--- config.mk ---
export PLATFORM = sky130hd
export DESIGN_NAME = dcf_ctrl
export DESIGN_NICKNAME = d
export VERILOG_FILES = /design/src/rtl/dcf_pkg.sv /design/src/rtl/dcf_ctrl.sv
export SDC_FILE = /design/constraint.sdc
export NUM_CORES = 1
export LEC_CHECK = 0
export ABC_AREA = 1
export BUFFER_PORTS_ARGS = -buffer_cell sky130_fd_sc_hd__buf_2
export CAP_MARGIN = 5
export CORE_AREA = 2 2 39 41
export CTS_CLUSTER_SIZE = 30
export DETAILED_ROUTE_END_ITERATION = 16
export DIE_AREA = 0 0 41 43
export GPL_ROUTABILITY_DRIVEN = 0
export GPL_TIMING_DRIVEN = 0
export SETUP_SLACK_MARGIN = 0.15
export SYNTH_ARGS = -nofsm -noshare
export SYNTH_HDL_FRONTEND = slang
export SYNTH_SLANG_ARGS = --single-unit
--- constraint.sdc ---
create_clock -name clk -period 1.7 [get_ports clk]
set_input_delay 0.255 -clock clk [delete_from_list [all_inputs] [get_ports clk]]
set_output_delay 0.255 -clock clk [all_outputs]
set_load 0.005 [all_outputs]
--- src/rtl/dcf_pkg.sv ---
// ----------------------------------------------------------------------------
// dcf_pkg
// Shared types and constants for the directed cycle finder: word formats,
// operation codes, datapath commands and datapath status.
// ----------------------------------------------------------------------------
`default_nettype none

package dcf_pkg;

  localparam int MAX_NODES_DEF = 64;
  localparam int NODE_W        = 7;

  localparam logic [NODE_W-1:0] NODE_COUNT_RST = 7'd64;

  localparam logic OP_EDGE   = 1'b0;
  localparam logic OP_SEARCH = 1'b1;

  typedef struct packed {
    logic              operation;
    logic [NODE_W-1:0] from_node;
    logic [NODE_W-1:0] to_node;
  } request_t;

  typedef struct packed {
    logic              found;
    logic [NODE_W-1:0] node;
    logic              last;
  } result_t;

  typedef enum logic [3:0] {
    DP_NOP,
    DP_EDGE,
    DP_INIT,
    DP_SKIP,
    DP_PUSH_START,
    DP_ADVANCE,
    DP_PUSH,
    DP_FINISH,
    DP_RESTORE,
    DP_BACK,
    DP_MARK,
    DP_EMIT,
    DP_NONE,
    DP_CLEAR
  } dp_op_t;

  typedef struct packed {
    logic s_end;
    logic s_free;
    logic j_end;
    logic edge_hit;
    logic j_on_path;
    logic j_finished;
    logic stack_empty;
    logic top_is_j;
    logic stk_is_target;
    logic emit_last;
  } dp_status_t;

endpackage

`default_nettype wire

--- src/rtl/dcf_ctrl.sv ---
// ----------------------------------------------------------------------------
// dcf_ctrl
// Controller for the cycle finder: sequences edge loads, the depth-first
// walk, cycle marking, result emission and the final clear.
// ----------------------------------------------------------------------------
`default_nettype none

module dcf_ctrl
  import dcf_pkg::*;
(
  input  wire logic       clk,
  input  wire logic       rst,
  input  wire logic       start,
  input  wire logic       operation,
  input  wire dp_status_t status,
  output dp_op_t          cmd,
  output logic            busy
);

  typedef enum logic [2:0] {
    S_IDLE,
    S_SEEK,
    S_STEP,
    S_RESTORE,
    S_MARK,
    S_EMIT,
    S_NONE,
    S_CLEAR
  } state_t;

  state_t state;
  state_t state_next;

  always_comb begin
    state_next = state;
    cmd        = DP_NOP;
    case (state)
      S_IDLE: begin
        if (start) begin
          if (operation == OP_SEARCH) begin
            cmd        = DP_INIT;
            state_next = S_SEEK;
          end else begin
            cmd = DP_EDGE;
          end
        end
      end
      S_SEEK: begin
        if (status.s_end) begin
          state_next = S_NONE;
        end else if (status.s_free) begin
          cmd        = DP_PUSH_START;
          state_next = S_STEP;
        end else begin
          cmd = DP_SKIP;
        end
      end
      S_STEP: begin
        if (status.j_end) begin
          cmd        = DP_FINISH;
          state_next = status.stack_empty ? S_SEEK : S_RESTORE;
        end else if (!status.edge_hit || status.j_finished) begin
          cmd = DP_ADVANCE;
        end else if (status.j_on_path) begin
          cmd        = DP_BACK;
          state_next = status.top_is_j ? S_EMIT : S_MARK;
        end else begin
          cmd = DP_PUSH;
        end
      end
      S_RESTORE: begin
        cmd        = DP_RESTORE;
        state_next = S_STEP;
      end
      S_MARK: begin
        cmd = DP_MARK;
        if (status.stk_is_target) begin
          state_next = S_EMIT;
        end
      end
      S_EMIT: begin
        cmd = DP_EMIT;
        if (status.emit_last) begin
          state_next = S_CLEAR;
        end
      end
      S_NONE: begin
        cmd        = DP_NONE;
        state_next = S_CLEAR;
      end
      S_CLEAR: begin
        cmd        = DP_CLEAR;
        state_next = S_IDLE;
      end
      default: begin
        state_next = S_IDLE;
      end
    endcase
  end

  always_ff @(posedge clk) begin
    if (rst) begin
      state <= S_IDLE;
      busy  <= 1'b0;
    end else begin
      state <= state_next;
      busy  <= (state_next != S_IDLE);
    end
  end

endmodule

`default_nettype wire

# Word-level counts from Yosys, hierarchy flattened
# Index checks and enable logic that the tools add are counted.
classes:
  reduce_logical: 4
  n_eq_ne: 7
  mux: 20
op_table:
  columns: ["operator", "n"]
  rows:
  - ["$mux W3", 11]
  - ["$pmux W4 S8", 1]
  - ["$pmux W3 S8", 1]
  - ["$eq A3 B3 Y1 const B", 4]
  - ["$mux W4", 3]
  - ["$eq A3 B2 Y1 const B", 2]
  - ["$mux W2", 3]
  - ["$eq A3 B1 Y1 const B", 1]
  - ["$logic_not A3 Y1", 1]
  - ["$reduce_bool A3 Y1", 1]
  - ["$logic_not A1 Y1", 1]
  - ["$logic_or A1 B1 Y1", 1]
  - ["$mux W1", 1]
word_totals:
  inputBits: 14
  wordCells: 33
  reg_bits: 4
  output_inout_bits: 5

# Logic depth before layout (Yosys ltp)
# Gate-level depths: netlist (run 1).
logic_depth:
  depth_word: 6
  ltp_mapped: 9
  mapped_depth_nobuf: 8

# Worst setup path after synthesis (run 1)
# Ideal clock, no wire load.
synth_path:
  path_kind: "register to output"
  start: "register state[2]"
  end: "output port cmd[0]"
  stages_incl_launch_ff: 6
  t_required_ps: 1445
  n_path_buf: 0
  arrival_ps: 882
  setup_slack_ps: 563
  path_cell_list: "dfxtp_1 > inv_2 > nand3_1 > nor2_1 > a21oi_1 > o221ai_1"
synth_between:
  elab_chain_len: 2
  word_cells_on_any_way: 9
  cone_classes: "eq/ne (7); mux (1); reduce/logical (1)"
synth_lines:
  columns: ["element", "line", "rtl"]
  rows:
  - ["from (decl)", "dcf_ctrl.sv:31", "state_t state;"]
  - ["from (signal assigned)", "dcf_ctrl.sv:106", "state <= state_next;"]
  - ["$eq A3 B3 Y1 (tied with other cells)", "dcf_ctrl.sv:37", "case (state)"]
  - ["$pmux W4 S8 (*)", "dcf_ctrl.sv:37", null]
  - ["to (decl)", "dcf_ctrl.sv:16", "output dp_op_t cmd,"]
# Mark *: on every way between the ends. The rest lies on a longest branch, timed or not.

# Worst setup path after layout (run 1)
layout_path:
  start: "register state[0]"
  end: "output port cmd[1]"
# Same word-level chain as after synthesis.

==> run metrics, run 1 <==
status finished clean; Buf/Inv on CP 2; first-pass GRT wire length 1720 um; crit-path cells buf_6, nand3_2, nor2_2, a21oi_1, nand3_1, buf_2; mean routed wirelength per cell 10.3 um; Core Region 1380 um2; P_leak 0.320 nW; count of state elements after synthesis 4; initial antenna violation count 0; Max-Cap Viols 0; Final Setup Violations 0; CP Data Required Time 1.44 ns; Root Driver clkbuf_4; leading cell type in the layout, fill and taps excluded buf_2; Port Buf Inserts 18; largest family of logic cells by synthesized area simple AND/OR/NAND/NOR gates; CTS tree yes; die width 41 um; most frequent cells in the layout 19 x buf_2, 18 x nand2_1, 9 x inv_1, 9 x nand3_1, 7 x nor2_1; Post-Synth Simple-Gate Area 49.2%; Final Instance Area 608 um2; hpwl dp 794 um; Vias/cell 4.87; largest net degree at the start of global routing 11; DRT Pass-1 Iters 4; GRT Util Overall 14.1%; sequential-to-total area share from yosys stat 20.6%; Synth Area in Compound Gates 16.7%; CP max stage delay 0.34 ns; grt total ovfl 0; Yosys cell types 18; num rows 14; 1st-iter DRT viols 9; Worst-Skew Late Latency 0.23 ns; DP Area 499 um2; post-synth net total 82; # IOs 19; XOR/XNOR share of the synthesized area 0%; CTS Buf Count 3; Util after Layout 43.9%; Nets 112; final hold violations 0; total number of vias 545; CP top delay family simple AND/OR/NAND/NOR gates; fillcell total 151; WS Path Type reg -> out; mapped cell area 389 um2; hold crit path type in -> reg; ANT nets after route 0; Ys Warns 0; clk_skew 0.00187 ns; PD cells 622 nW/um2; # H-tree levels 1; Die H 43 um; crit path time final 1.50 ns; Reg clk slew, reported paths 0.04 ns; CTS Buffer Depth 2; Worst-Margin Slew 0.215 ns; mux share of post-synthesis cell area 0%; total power 0.000378 W; clk sink count 4; Synth Area in Adders 0%; Area Overhead vs Synth 56.3%; Syn Area/Cell 5.72 um2; Worst slew margin 85.4%; CP Max Fanout 5; diode count 0; RSZ-0062 raised after global routing false; WL final 1160 um; startpoint types flop; f_max 668 MHz; Starting Density 28.1%; layout cells sized above 1 41.7%; slowest stage cell, crit path dfxtp_1; final worst-path cycle share 88.1%; Slew Limit Fails 0; Post-route DRC 0; post-route setup TNS 0 ns; Mapped Cells 68; crit path DAT 1.24 ns; CP endpoint kind output pin; vias in the first global route 475; maximum vdd drop 0.378 mV; full die area 1760 um2
registers in the layout, summed over array words and instances, names as in the netlist:
| signal | flops |
|---|---|
| state | 3 |
| busy | 1 |
metal layers:
| layer | routed length (um) | part of all wire (%) | vias up | track usage [%] |
|---|---|---|---|---|
| met1 | 488 | 42 | 254 | 16.5 |
| met2 | 630 | 54 | 9 | 22.2 |
| met5 | 0 | 0 | - | 0 |
| met3 | 38 | 3.3 | 0 | 3.14 |
| li1 | - | - | 282 | - |
| met4 | 0 | 0 | 0 | 8.00 |
worst register-to-register path: stages, from the launching register on:
cell,delay (ns)
dfxtp_1,0.31
buf_2,0.15
buf_4,0.13
nand2_1,0.04
nand2_1,0.04
nand2_1,0.05
inv_1,0.04
a21oi_1,0.18
nand3_1,0.09
nand2_1,0.08
nand2_1,0.06
synthesized netlist by cell type, drive strengths merged:
cell / n / area, um2
o21ai: 3 / 15.0
nor2: 8 / 30.0
nand2: 18 / 67.6
a21oi: 5 / 25.0
o221ai: 1 / 8.76
dfxtp: 4 / 80.1
nor3: 2 / 21.3
o311ai: 1 / 8.76
inv: 11 / 41.3
buf: 1 / 11.3
or2: 1 / 6.26
o211ai: 1 / 7.51
nand4: 1 / 6.26
nand3: 11 / 60.1
through the flow:
stage | cells | hold WS (ns) | worst slack (ns)
after floorplan | 68 | 0.324 | 0.563
after global placement | 102 | 0.448 | 0.278
after detailed placement | 102 | 0.450 | 0.313
after CTS | 105 | 0.196 | 0.142
after global routing | 112 | 0.205 | 0.135
final | 112 | 0.200 | 0.202
final timing paths:
kind / startpoint / to / slack, ns / cells after the start
setup / recovery: state[0] / cmd[1] / 0.20 / 6
hold / removal: rst / state[2] / 0.20 / 2
setup reg to reg: state[0] / busy / 0.42 / 10
hold reg to reg: state[1] / state[1] / 0.76 / 4
area by class of cell:
class | instances | area [um2] | share of cell area (%)
sequential | 4 | 87.6 | 14.4
clock buffer | 3 | 22.5 | 3.70
buffer | 1 | 11.3 | 1.85
multi-input combinational | 52 | 285 | 46.9
tap | 16 | 20.0 | 3.29
inverter | 11 | 41.3 | 6.79
timing repair buffer | 25 | 140 | 23.0
power breakdown:
group	leakage [nW]	switching, W	internal [W]
Clock	0.0138	0.0000339	0.0000786
Combinational	0.272	0.0000786	0.0000742
Sequential	0.0343	0.00000925	0.000104
logic make-up (layout without fill, tap and decap cells):
family | count (synthesis) | after routing
DFF | 4 | 4
AOI/OAI and AO/OA | 11 | 11
and+or+nand+nor | 41 | 41
buffers and inverters | 12 | 40
what timing repair did:
| action | 4_1_cts | 5_1_grt |
|---|---|---|
| endpoints found under the setup margin | 3 | 3 |
| cloned | 0 | 1 |
| pin swaps | 0 | 4 |
| hold buffers | 0 | 0 |
| resized for setup | 2 | 8 |
| buffers inserted | 0 | 6 |
Power figures use the tool's default switching activity.
==> inputs of run 2 (changes only) <==
==> constraint.sdc (replaced) <==
create_clock -name clk -period 1.8 [get_ports clk]
set_input_delay 0.27 -clock clk [delete_from_list [all_inputs] [get_ports clk]]
set_output_delay 0.27 -clock clk [all_outputs]
set_load 0.005 [all_outputs]
==> run 2 against run 1 <==
Against the previous run:
- hold slack improved by 0.016 ns
- routed wire length is 14% lower
- critical path type unchanged
- highest routed layer unchanged
- via count shrank 4.0%
- critical path depth stayed put
- combinational power is 22% lower
- global-route usage did not move
==> run metrics, run 2 (synthesized netlist as in run 1, its figures left out) <==
startpoint types flop; Clock power frac 31.8% (+2.1 points); CTS tree yes; DP Worst Slack 0.398 ns (+0.0850 ns); die width 41 um (unchanged); initial antenna violation count 0 (unchanged); WS Path Type reg -> out; Worst-Margin Slew 0.215 ns (+0.000444 ns); Net Sw Power 0.000104 W (-15%); sequential power share 32.1% (+2.2 points); f_max 643 MHz; final hold violations 0 (unchanged); Worst R2R Setup Slack 0.60 ns (+0.18 ns); Root Driver clkbuf_4; vias in the first global route 475 (unchanged); Sw Ratio 31.4% (-0.84 points); Worst-Skew Late Latency 0.23 ns (about the same); Worst slew margin 85.4% (about the same); Port Buf Inserts 18 (unchanged); first-pass GRT wire length 1720 um (unchanged); Inst Count DP 102 (unchanged); Final Instance Area 544 um2 (-10%); P_leak 0.283 nW (-12%); number of flip-flops in the largest register 3 (unchanged); final worst-path cycle share 86.4%; Vias/cell 4.93 (+1.4%); area of the multi-input gates 264 um2 (-7.5%); CTS Buf Count 3 (unchanged); biggest regs state: 3 flops, busy: 1 flops; # IOs 19 (unchanged); post-route setup slack 0.245 ns (+0.0425 ns); grt total ovfl 0 (unchanged); fillcell total 155 (+2.6%); 1st-iter DRT viols 13 (+4); Reg clk slew, reported paths 0.04 ns (about the same); status finished clean; mean routed wirelength per cell 9.36 um (-9.4%); Core Region 1380 um2 (unchanged); clk_skew 0.00182 ns (-0.0000419 ns); Max-Cap Viols 0 (unchanged); Nets 106 (-5.4%); CP Data Required Time 1.53 ns (+0.09 ns); Hold Slack 0.217 ns (+0.0163 ns); Non-Filler Instances 106 (-5.4%); RR Endpoint busy; combinational power share 36.0% (-4.4 points); hold crit path type in -> reg; Die H 43 um (unchanged); Slew Limit Fails 0 (unchanged); PD cells 608 nW/um2 (-2.3%); maximum vdd drop 0.343 mV (-9.2%); crit path time final 1.56 ns; CP Max Fanout 7 (+2); full die area 1760 um2 (unchanged); Area Overhead vs Synth 39.9%; CTS Buffer Depth 2 (unchanged); layout cells sized above 1 34.4% (-7.2 points); most frequent cells in the layout 18 x nand2_1, 18 x buf_2, 10 x nand3_1; Hold Crit Start rst; hpwl dp 794 um (unchanged); total number of vias 523 (-4.0%); Post-route DRC 0 (unchanged); r2r worst-path depth 7 (-3); Largest Register state; sequential cell area 87.6 um2 (unchanged); hold worst-path end state[2]; # H-tree levels 1 (unchanged); clk sink count 4 (unchanged); DRT Pass-1 Iters 4 (unchanged); post-route setup TNS 0 ns (unchanged); diode count 0 (unchanged); DP Area 499 um2 (unchanged); RSZ-0062 raised after global routing false; Power Internal 0.000227 W (-12%); CP endpoint kind output pin; Final Setup Violations 0 (unchanged); hold depth 2 (unchanged); ANT nets after route 0 (unchanged); crit path DAT 1.29 ns (+0.05 ns); largest net degree at the start of global routing 11 (unchanged); Crit Reg-Reg Startpoint state[1]; WL final 992 um (-14%); num rows 14 (unchanged); Starting Density 28.1% (unchanged); GRT Util Overall 14.1% (unchanged)
-- run 2: cell types whose count changed in the layout (fill, tap and decap cells not counted), sizes merged --
cell  delta
buf      -6
-- run 2: worst max path at each step --
| stage | startpoint | end |
|---|---|---|
| 3_3_place_gp | state[1] | cmd[0] |
| 2_1_floorplan | state[2] | cmd[0] |
| 5_1_grt | state[1] | cmd[0] |
| 3_5_place_dp | state[1] | cmd[0] |
| 6_report | state[1] | cmd[0] |
| 4_1_cts | state[0] | cmd[1] |
-- run 2: worst max-delay path, stage by stage (launching register included) --
cell,delay [ns]
dfxtp_4,0.38
inv_2,0.07
nand3_1,0.12
nor2_2,0.06
a21oi_1,0.14
o221ai_1,0.14
buf_2,0.15
-- run 2: final cells by class --
type                       count  share of cell area, %
clock buffer                   3                   4.14
inverter                      11                   7.59
timing repair buffer          19                   17.9
buffer                         1                   2.07
sequential                     4                   16.1
tap                           16                   3.68
multi-input combinational     52                   48.5
-- run 2: power by group through the flow --
stage	combinational, W	clock, W	sequential (W)
CTS	0.000114	0.000113	0.000107
global route	0.000137	0.000120	0.000107
floorplan	0.0000702	0	0.000107
detailed placement	0.000113	0	0.000108
finish	0.000119	0.000105	0.000106
global placement	0.000113	0	0.000108
-- run 2: through the flow --
step / util (%) / power, W
floorplan: - / 0.000177
global placement: 36.1 / 0.000221
detailed placement: 36.1 / 0.000221
CTS: 37.9 / 0.000334
global route: 39.3 / 0.000365
finish: 39.3 / 0.000331
-- run 2: repair_timing --
item,4_1_cts,5_1_grt
setup endpoints to repair,1,2
hold buffers,0,0
pin swaps,0,1
buffers inserted,0,1
gates resized for setup,2,4
-- run 2: metal layers --
metal / track usage, % / routed length, um
met5: 0 / 0
met2: 22.2 / 517
met3: 3.14 / 45
met1: 16.5 / 429
met4: 8.00 / 0
